$ cat src/hw/rtl/dht_pkg.sv
package dht_pkg;

    localparam int TABLE_SIZE_DEF = 1021;

    localparam int OP_W      = 2;
    localparam int HASH_W    = 64;
    localparam int KEY_W     = 64;
    localparam int VALUE_W   = 64;
    localparam int STATUS_W  = 2;
    localparam int OUT_IDX_W = 10;
    localparam int OUT_CNT_W = 10;

    // The hash is reduced a chunk of bits per cycle, most significant first.
    localparam int CHUNK_W     = 8;
    localparam int CHUNKS      = HASH_W / CHUNK_W;
    localparam int CHUNK_CNT_W = $clog2(CHUNKS);

    typedef enum logic [1:0] {
        OP_LOOKUP = 2'd0,
        OP_INSERT = 2'd1,
        OP_REMOVE = 2'd2
    } op_t;

    typedef enum logic [1:0] {
        STAT_FOUND = 2'd0,
        STAT_MISS  = 2'd1,
        STAT_NEW   = 2'd2,
        STAT_FULL  = 2'd3
    } status_t;

    typedef enum logic [1:0] {
        MARK_OCC   = 2'd0,
        MARK_EMPTY = 2'd1,
        MARK_TOMB  = 2'd2
    } mark_t;

    typedef struct packed {
        mark_t               mark;
        logic [KEY_W-1:0]    key;
        logic [VALUE_W-1:0]  value;
    } bucket_t;

    typedef enum logic [2:0] {
        S_CLEAR,
        S_IDLE,
        S_HASH,
        S_FIRST,
        S_CHECK,
        S_COMMIT
    } state_t;

    typedef struct packed {
        logic req_ready;
        logic cap;
        logic mod_step;
        logic probe_first;
        logic probe_next;
        logic check;
        logic commit;
        logic clr_step;
    } cmd_t;

    typedef struct packed {
        logic req_valid;
        logic mod_done;
        logic clr_done;
        logic stop;
        logic out_busy;
    } sts_t;

endpackage

$ cat src/hw/rtl/dht_ctrl.sv
module dht_ctrl (
    input  logic          clk,
    input  logic          rst_n,
    input  dht_pkg::sts_t sts,
    output dht_pkg::cmd_t cmd
);
    import dht_pkg::*;

    state_t state_reg;
    state_t state_next;

    always_ff @(posedge clk or negedge rst_n)
    begin
        if (!rst_n)
        begin
            state_reg <= S_CLEAR;
        end
        else
        begin
            state_reg <= state_next;
        end
    end

    always_comb
    begin
        state_next = state_reg;
        case (state_reg)
            S_CLEAR:
            begin
                if (sts.clr_done)
                begin
                    state_next = S_IDLE;
                end
            end
            S_IDLE:
            begin
                if (sts.req_valid)
                begin
                    state_next = S_HASH;
                end
            end
            S_HASH:
            begin
                if (sts.mod_done)
                begin
                    state_next = S_FIRST;
                end
            end
            S_FIRST:
            begin
                state_next = S_CHECK;
            end
            S_CHECK:
            begin
                if (sts.stop)
                begin
                    state_next = S_COMMIT;
                end
            end
            S_COMMIT:
            begin
                if (!sts.out_busy)
                begin
                    state_next = S_IDLE;
                end
            end
            default:
            begin
                state_next = S_CLEAR;
            end
        endcase
    end

    always_comb
    begin
        cmd = '0;
        case (state_reg)
            S_CLEAR:
            begin
                cmd.clr_step = 1'b1;
            end
            S_IDLE:
            begin
                cmd.req_ready = 1'b1;
                cmd.cap       = sts.req_valid;
            end
            S_HASH:
            begin
                cmd.mod_step = 1'b1;
            end
            S_FIRST:
            begin
                cmd.probe_first = 1'b1;
            end
            S_CHECK:
            begin
                cmd.check      = 1'b1;
                cmd.probe_next = !sts.stop;
            end
            S_COMMIT:
            begin
                cmd.commit = !sts.out_busy;
            end
            default:
            begin
                cmd = '0;
            end
        endcase
    end

endmodule

$ cat config.mk
export PLATFORM = sky130hd
export DESIGN_NAME = dht_ctrl
export DESIGN_NICKNAME = d
export VERILOG_FILES = /design/src/hw/rtl/dht_pkg.sv /design/src/hw/rtl/dht_ctrl.sv
export SDC_FILE = /design/constraint.sdc
export NUM_CORES = 1
export LEC_CHECK = 0
export BUFFER_PORTS_ARGS = -buffer_cell sky130_fd_sc_hd__clkbuf_2
export CAP_MARGIN = 25
export CELL_PAD_IN_SITES_DETAIL_PLACEMENT = 0
export CELL_PAD_IN_SITES_GLOBAL_PLACEMENT = 1
export CORE_AREA = 2 2 39 41
export DETAILED_ROUTE_END_ITERATION = 8
export DIE_AREA = 0 0 41 43
export PLACE_DENSITY_LB_ADDON = 0.15
export SYNTH_ARGS = -nofsm -noshare
export SYNTH_HDL_FRONTEND = slang
export SYNTH_SLANG_ARGS = --single-unit
$ cat constraint.sdc
create_clock -name clk -period 1.1 [get_ports clk]
set_input_delay 0 -clock clk [delete_from_list [all_inputs] [get_ports clk]]
set_output_delay 0 -clock clk [all_outputs]
set_load 0.1 [all_outputs]
==> results.toml, run 1 <==
[run_status]
status = "finished with violations"
violations = "setup timing"

[hold_path]
worstHoldEndpoint = "state_reg[2]"
min_delay_path_depth = 3
min_from = "sts[0]"
hp-class = "input port to flip-flop"

[final_layout]
diodes = 0
synthToLayoutAreaGrowth_pct = 194
drive_gt1_frac = 0.755
stdcell_count = 65
finalNetCount = 57
fin_util = 0.433
largest_register_ffs = 3

[setup_path]
critPathArrivalTime_ns = 1.28
endpoint_kind = "primary output"
path_cells = "buf_6 -> nor3b_4 -> buf_12"
path_buf_inv = 2
startpoint_type = "flip-flop"
rr_worst_depth = 4
crit_fanout = 7
path_class = "flip-flop to primary output"
worst_path_largest_cell_delay_ns = 0.45
rrSetupSlack_ns = -0.09
critPathRequiredTime_ns = 1.10
regToRegStartpoint = "state_reg[2]"
cpLargestDelayFamily = "flip-flops"
crit_slowest_cell = "dfrtp_2"
timing.rr.end = "state_reg[0]"

[global_routing]
grt_pass1_wl_um = 1240
antenna_found_initial = 0
grt_pass1_vias = 285
grt_max_degree = 8
grt_overflow = 0
track_usage = 0.111

[die]
initial_core_util = 0.147
die_area_um2 = 1760
die_w_um = 41
core_area_um2 = 1380
rows = 14
ioPinCount = 15
die_h_um = 43

[synth]
synth_simple_gate_area_frac = 0.429
netlist_top_cells_area = "dfrtp_1, nand2b_1, nor3b_2"
syn-cell-area_um2 = 204
netlist_instances = 22
synth_top_area_frac = 0.368
synth_warnings = 0
syn_avg_cell_area_um2 = 9.27
synth_top_family_by_area = "simple AND/OR/NAND/NOR gates"
synth_compound_area_frac = 0.0613
synth-xor-area-share = 0
synth-seq-cells = 3
synth.distinct_cells = 16
synth_top_area_cell = "dfrtp_1"
synthesis.nets = 29
synthMuxAreaShare = 0.104
synth_fa_ha_area_frac = 0
yosysSeqAreaShare = 0.368

[sta]
finalCritPeriodShare = 1.17
slew_viol_final = 0
max_freq_ghz = 0.779
setup_slack_ns = -0.183
setup_viol = 9
clock_skew_ns = 0.00540
max_slew_margin = 0.841
tightest_slew_ns = 0.239
rsz0062_at_grt = "yes"
min_period_ns = 1.28
finalHoldViolCount = 0

[route]
wl_per_cell_um = 10.8
antenna_left = 0
met1_length_um = 265
wl_um = 700
dr_wl_met3_um = 41
wl_met2_um = 393
vias = 254
drc = 0
drt_iter0_drc = 1
firstDrtPassIters = 4
routed_via_density = 3.91
dr.max_layer_used = "met3"

[clocking]
clockRootBuffer = "clkbuf_4"
cts.clk_slew.worst_paths_ns = 0.04
cts_max_path_buffers = 2
cts_buffers = 3
cts_tree = "done"
htreeDepth = 1
cts.sinks = 3
clkLatencyLatePin_ns = 0.23

[flow_run]
cap_violations = 0

[place]
hpwl_um = 571
port_buffers = 14
gp_congestion = 0.746
dpl.cell_count = 56
[how the worst max path moves through the flow]
stage / end / from / slack [ns] / depth (start not counted)
floorplan: state_reg[0] / state_reg[0] / -0.52 / 4
global placement: cmd[1] / state_reg[0] / -0.003 / 3
detailed placement: state_reg[0] / state_reg[2] / -0.004 / 4
CTS: cmd[5] / state_reg[2] / -0.20 / 3
global route: cmd[5] / state_reg[2] / -0.24 / 3
finish: cmd[5] / state_reg[2] / -0.18 / 3
[metrics by stage]
stage | instance area (µm²) | setup TNS [ns] | setup slack (ns) | hold slack, ns
2_1_floorplan | 262 | -3.28 | -0.517 | -0.296
3_3_place_gp | 498 | -0.00345 | -0.00345 | -0.196
5_1_grt | 599 | -1.69 | -0.241 | 0.126
4_1_cts | 599 | -1.27 | -0.200 | 0.0853
3_5_place_dp | 498 | -0.00377 | -0.00377 | -0.198
6_report | 599 | -1.16 | -0.183 | 0.0820
[worst min-delay path, stage by stage]
cell and delay [ns]:
clkbuf_2 0.11, nor2b_1 0.05, o21bai_1 0.11
[metal layers]
metal,vias to the layer above,track usage
met3,0,0.0419
met5,-,0
met1,115,0.117
met4,0,0.0800
met2,10,0.169
li1,129,-
[final cells by class]
cell class / instances / area (µm²)
Multi-Input combinational cell: 18 / 194
Sequential cell: 3 / 77.6
Fill cell: 143 / 785
Timing Repair Buffer: 24 / 282
Clock buffer: 4 / 26.3
Tap cell: 16 / 20.0
[Yosys cell counts]
| library cell | number |
|---|---|
| nor3_1 | 2 |
| nor3b_2 | 1 |
| mux2i_1 | 1 |
| or2b_1 | 1 |
| nand2b_1 | 2 |
| nor2_1 | 3 |
| and3b_2 | 1 |
| nor3b_1 | 1 |
| dfrtp_1 | 3 |
| o21bai_1 | 1 |
| buf_4 | 1 |
| nand2_1 | 1 |
| or2_1 | 1 |
| mux2_1 | 1 |
| o21ai_1 | 1 |
| nor2b_1 | 1 |
[cell usage in the layout (no fill, tap or decap)]
cell / netlist / final
buf_12: 0 / 8
clkbuf_2: 0 / 6
buf_4: 1 / 5
nor2_4: 0 / 3
clkbuf_4: 0 / 3
buf_6: 0 / 3
nor3b_4: 0 / 2
nor3_4: 0 / 2
dlygate4sd3_1: 0 / 2
dfrtp_2: 0 / 2
nand2b_4: 0 / 1
or2b_1: 1 / 1
and3b_2: 1 / 1
nand2b_2: 0 / 1
mux2_1: 1 / 1
mux2i_1: 1 / 1
nand2_1: 1 / 1
o21ai_1: 1 / 1
nor2b_1: 1 / 1
o21bai_1: 1 / 1
or2_1: 1 / 1
clkbuf_1: 0 / 1
dfrtp_1: 3 / 1
[cell families after synthesis]
| logic type | Yosys count |
|---|---|
| AND/OR/NAND/NOR | 14 |
| flip-flops | 3 |
| AO/OA/AOI/OAI | 2 |
| multiplexers | 2 |
| buffers and inverters | 1 |
[repair_timing]
action / CTS / global route
endpoints found under the setup margin: 10 / 11
gates resized for setup: 9 / 0
buffers inserted: 3 / 0
hold endpoints to repair: 4 / 0
pin swaps: 3 / 1
hold buffers: 2 / 0
Power of run 1 is not shown: default switching activity piles up to over one toggle a cycle in this logic, so the estimate is an artifact.
==> run 2: changes to the inputs <==
--- a/config.mk
+++ b/config.mk
@@ -7,11 +7,10 @@
 export LEC_CHECK = 0
 export BUFFER_PORTS_ARGS = -buffer_cell sky130_fd_sc_hd__clkbuf_2
 export CAP_MARGIN = 25
-export CELL_PAD_IN_SITES_DETAIL_PLACEMENT = 0
-export CELL_PAD_IN_SITES_GLOBAL_PLACEMENT = 1
 export CORE_AREA = 2 2 39 41
 export DETAILED_ROUTE_END_ITERATION = 8
 export DIE_AREA = 0 0 41 43
+export MAX_ROUTING_LAYER = met4
 export PLACE_DENSITY_LB_ADDON = 0.15
 export SYNTH_ARGS = -nofsm -noshare
 export SYNTH_HDL_FRONTEND = slang
==> run 2 against run 1 <==
  * The flow still finishes with violations (setup timing)
  * Largest cell class unchanged
  * Critical path type unchanged
  * Clock skew fell by 0.0026 ns
  * Flip-flop and latch count did not move
  * Global-route usage fell by 0.88 points
  * Non-clock buffer count rose by 2
  * Critical path depth did not move
  * Design area rose by 1.9%
  * Via count rose by 3.5%
==> results.toml, run 2 (synthesized netlist as in run 1, its figures left out) <==
[run_status]
status = "finished with violations"
violations = "setup timing"

[final_layout]
synthToLayoutAreaGrowth_pct = 199
final_cell_mix = "buf_12, clkbuf_2, buf_4"
diodes = 0
stdcell_count = 67
finish.instance_area_um2 = 611
largest_register_ffs = 3
finalNetCount = 59
final_common_cell = "buf_12"
drive_gt1_frac = 0.745

[setup_path]
startpoint_type = "flip-flop"
endpoint_kind = "primary output"
cp-startpoint = "state_reg[2]"
path_class = "flip-flop to primary output"
crit_fanout = 6
regToRegStartpoint = "state_reg[2]"
critPathArrivalTime_ns = 1.28
critPathRequiredTime_ns = 1.10

[die]
initial_core_util = 0.147
core_area_um2 = 1380
die_w_um = 41
die_h_um = 43
ioPinCount = 15
rows = 14
die_area_um2 = 1760

[sta]
finalCritPeriodShare = 1.16
setup_slack_ns = -0.178
clock_skew_ns = 0.00277
rsz0062_at_grt = "yes"
tightest_slew_ns = 0.233
max_freq_ghz = 0.782
min_period_ns = 1.28
max_slew_margin = 0.845
slew_viol_final = 0
finalHoldViolCount = 0
hold_ws_ns = 0.0892
setup_viol = 10

[global_routing]
grt_max_degree = 7
track_usage = 0.102
grt_pass1_wl_um = 1130
antenna_found_initial = 0
grt_pass1_vias = 279
grt_overflow = 0

[clocking]
cts_buffers = 3
cts.sinks = 3
cts_max_path_buffers = 2
clkLatencyLatePin_ns = 0.24
clockRootBuffer = "clkbuf_4"
cts.clk_slew.worst_paths_ns = 0.04
cts_tree = "done"
htreeDepth = 1

[place]
dpl-instance-area_um2 = 513
hpwl_um = 517
port_buffers = 14
gp_congestion = 0.775
pre_cts_slack_ns = -0.00287
dpl.cell_count = 58

[route]
wl_per_cell_um = 10.1
vias = 263
antenna_left = 0
wl_um = 676
drc = 0
firstDrtPassIters = 2
routed_via_density = 3.93
drt_iter0_drc = 1

[hold_path]
hp-class = "input port to flip-flop"
min_from = "sts[0]"

[flow_run]
cap_violations = 0
-- run 2: cell count changes in the layout (fill, tap and decap cells not counted), sizes merged --
cell / delta
buf: +2
-- run 2: per-layer routing --
| metal | global-route usage | up-vias | part of all wire |
|---|---|---|---|
| li1 | - | 131 | - |
| met1 | 0.117 | 121 | 0.39 |
| met2 | 0.141 | 9 | 0.55 |
| met3 | 0.0157 | 2 | 0.030 |
| met4 | 0.100 | 0 | 0.031 |
| met5 | - | - | 0 |
-- run 2: final cells by class --
cell class              instances  area, µm²
repair buffers                 26        300
well taps                      16       20.0
multi-input cells              18        186
clock buffers                   4       26.3
flip-flops and latches          3       77.6
fillers                       134        773
-- run 2: final timing paths --
check                                to  slack (ns)  cells after the start
max in group asynchronous  state_reg[0]        0.88                      2
min in group asynchronous  state_reg[2]        0.10                      2
hold / removal             state_reg[2]        0.09                      3
setup reg to reg           state_reg[0]       -0.13                      4
setup / recovery                 cmd[5]       -0.18                      3
hold reg to reg            state_reg[0]        0.62                      2
-- run 2: worst max-delay path, stage by stage, from the launching register on --
cell     delay (ns)
dfrtp_2        0.44
buf_6          0.14
nor3b_4        0.25
buf_12         0.21
-- run 2: repair_timing --
item | 4_1_cts | 5_1_grt
pin swaps | 2 | 3
endpoints found under the hold margin | 4 | 0
hold buffers | 2 | 0
cloned | 0 | 0
buffers inserted | 2 | 1
setup endpoints to repair | 10 | 10
resized for setup | 4 | 4
-- run 2: stage by stage --
step / TNS [ns] / util
2_1_floorplan: -3.28 / -
3_3_place_gp: -0.0160 / 0.371
3_5_place_dp: -0.00287 / 0.371
4_1_cts: -1.29 / 0.427
5_1_grt: -1.75 / 0.441
6_report: -1.15 / 0.441
Power of run 2 is left out for the same reason.
==> run 3: changes to the inputs <==
==> constraint.sdc (replaced) <==
create_clock -name clk -period 1.63 [get_ports clk]
set_input_delay 0 -clock clk [delete_from_list [all_inputs] [get_ports clk]]
set_output_delay 0 -clock clk [all_outputs]
set_load 0.1 [all_outputs]
==> run 3 against run 2 <==
  * The run now ends clean
  * Routed wire length fell by 21%
  * Cell count is 15% lower
  * Via count shrank 16%
  * First-iteration DRC count unchanged
  * Clock skew is 0.0011 ns lower
  * Non-clock buffer count fell by 10
  * Setup slack better by 0.34 ns
==> results.toml, run 3 (synthesized netlist as in run 1, its figures left out) <==
[clocking]
cts_max_path_buffers = 2
cts.clk_slew.worst_paths_ns = 0.04
clockRootBuffer = "clkbuf_4"
post_cts_buffers = 0
clkLatencyLatePin_ns = 0.23
cts_buffers = 3
cts_tree = "done"
ctsResizeCount = 0
cts.sinks = 3
htreeDepth = 1
cts_hold_buf = 2

[sta]
max_freq_ghz = 0.682
slew_viol_final = 0
finalCritPeriodShare = 0.900
hold_ws_ns = 0.0790
max_slew_margin = 0.641
min_period_ns = 1.47
rsz0062_at_grt = "no"
clock_skew_ns = 0.00164
finalHoldViolCount = 0
setup_viol = 0
tightest_slew_ns = 0.540
fin_setup_tns_ns = 0

[run_status]
status = "completed"

[final_layout]
synthToLayoutAreaGrowth_pct = 96.9
drive_gt1_frac = 0.610
seq_area_um2 = 75.1
finalNetCount = 49
finish.instance_area_um2 = 402
largest_register_ffs = 3
multi_input_area_um2 = 150
n_fill_cell = 151
final_common_cell = "clkbuf_2"
stdcell_count = 57
final_cell_mix = "clkbuf_2, buf_4, nor2_2, clkbuf_4, dfrtp_1"
diodes = 0

[place]
port_buffers = 14
hpwl_um = 441
dpl-instance-area_um2 = 355
gp_congestion = 0.745
dpl.cell_count = 51

[setup_path]
critPathArrivalTime_ns = 1.47
rr_worst_depth = 3
crit_fanout = 8
cpLargestDelayFamily = "flip-flops"
endpoint_kind = "primary output"
worst_path_largest_cell_delay_ns = 0.54
crit_slowest_cell = "dfrtp_1"
timing.rr.end = "state_reg[0]"
path_buf_inv = 1
critPathRequiredTime_ns = 1.63
rrSetupSlack_ns = 0.43
regToRegStartpoint = "state_reg[2]"
endpoint = "cmd[4]"
timing.critical_path.depth = 2
startpoint_type = "flip-flop"
cp-startpoint = "state_reg[0]"
path_class = "flip-flop to primary output"
path_cells = "and3b_2 -> clkbuf_2"

[route]
routed_via_density = 3.86
drt_iter0_drc = 1
vias = 220
drc = 0
wl_um = 537
antenna_left = 0
wl_per_cell_um = 9.42
firstDrtPassIters = 2

[global_routing]
grt_pass1_vias = 231
track_usage = 0.0814
grt_pass1_wl_um = 910
grt_overflow = 0
antenna_found_initial = 0
grt_max_degree = 9

[hold_path]
hp-class = "input port to flip-flop"

[die]
die_area_um2 = 1760
ioPinCount = 15
die_w_um = 41
core_area_um2 = 1380
rows = 14
initial_core_util = 0.147
die_h_um = 43

[flow_run]
cap_violations = 0
run 3: cell types whose count changed in the layout (fill, tap and decap cells not counted), moves of 2 or more:
cell and delta:
buf_6 -4, buf_12 -6, clkbuf_2 +2, nor2_2 +2, buf_4 -2, nor3_2 +2
nor3_4 -2, dfrtp_2 -2, dfrtp_1 +2, nor2_4 -2
run 3: worst min-delay path by stage:
stage / startpoint / endpoint / slack, ns / cells after the start
global route: sts[0] / state_reg[2] / 0.09 / 3
floorplan: rst_n / state_reg[0] / -0.30 / 0
CTS: rst_n / state_reg[2] / 0.09 / 2
global placement: rst_n / state_reg[1] / -0.19 / 1
detailed placement: rst_n / state_reg[1] / -0.20 / 1
finish: sts[0] / state_reg[2] / 0.08 / 3
run 3: worst reg2reg max path, cell delays in order (launching register included):
cell and delay [ns]:
dfrtp_1 0.52, mux2_1 0.35, mux2i_1 0.13, o21ai_1 0.07
run 3: per-layer routing:
metal | routed length (µm) | GRT usage
met3 | 34 | 0.0262
met5 | 0 | -
met2 | 279 | 0.0969
met1 | 224 | 0.100
met4 | 0 | 0.0800
run 3: area by class of cell:
class / count / area share
clock buffers: 4 / 0.0654
flip-flops and latches: 3 / 0.187
well taps: 16 / 0.0498
repair buffers: 16 / 0.324
multi-input cells: 18 / 0.374
run 3: stage by stage:
| step | utilization | setup WS, ns |
|---|---|---|
| after CTS | 0.290 | 0.145 |
| final | 0.290 | 0.164 |
| after floorplan | - | -0.204 |
| after detailed placement | 0.257 | 0.395 |
| after global routing | 0.290 | 0.109 |
| after global placement | 0.257 | 0.426 |
Power of run 3 is left out for the same reason.
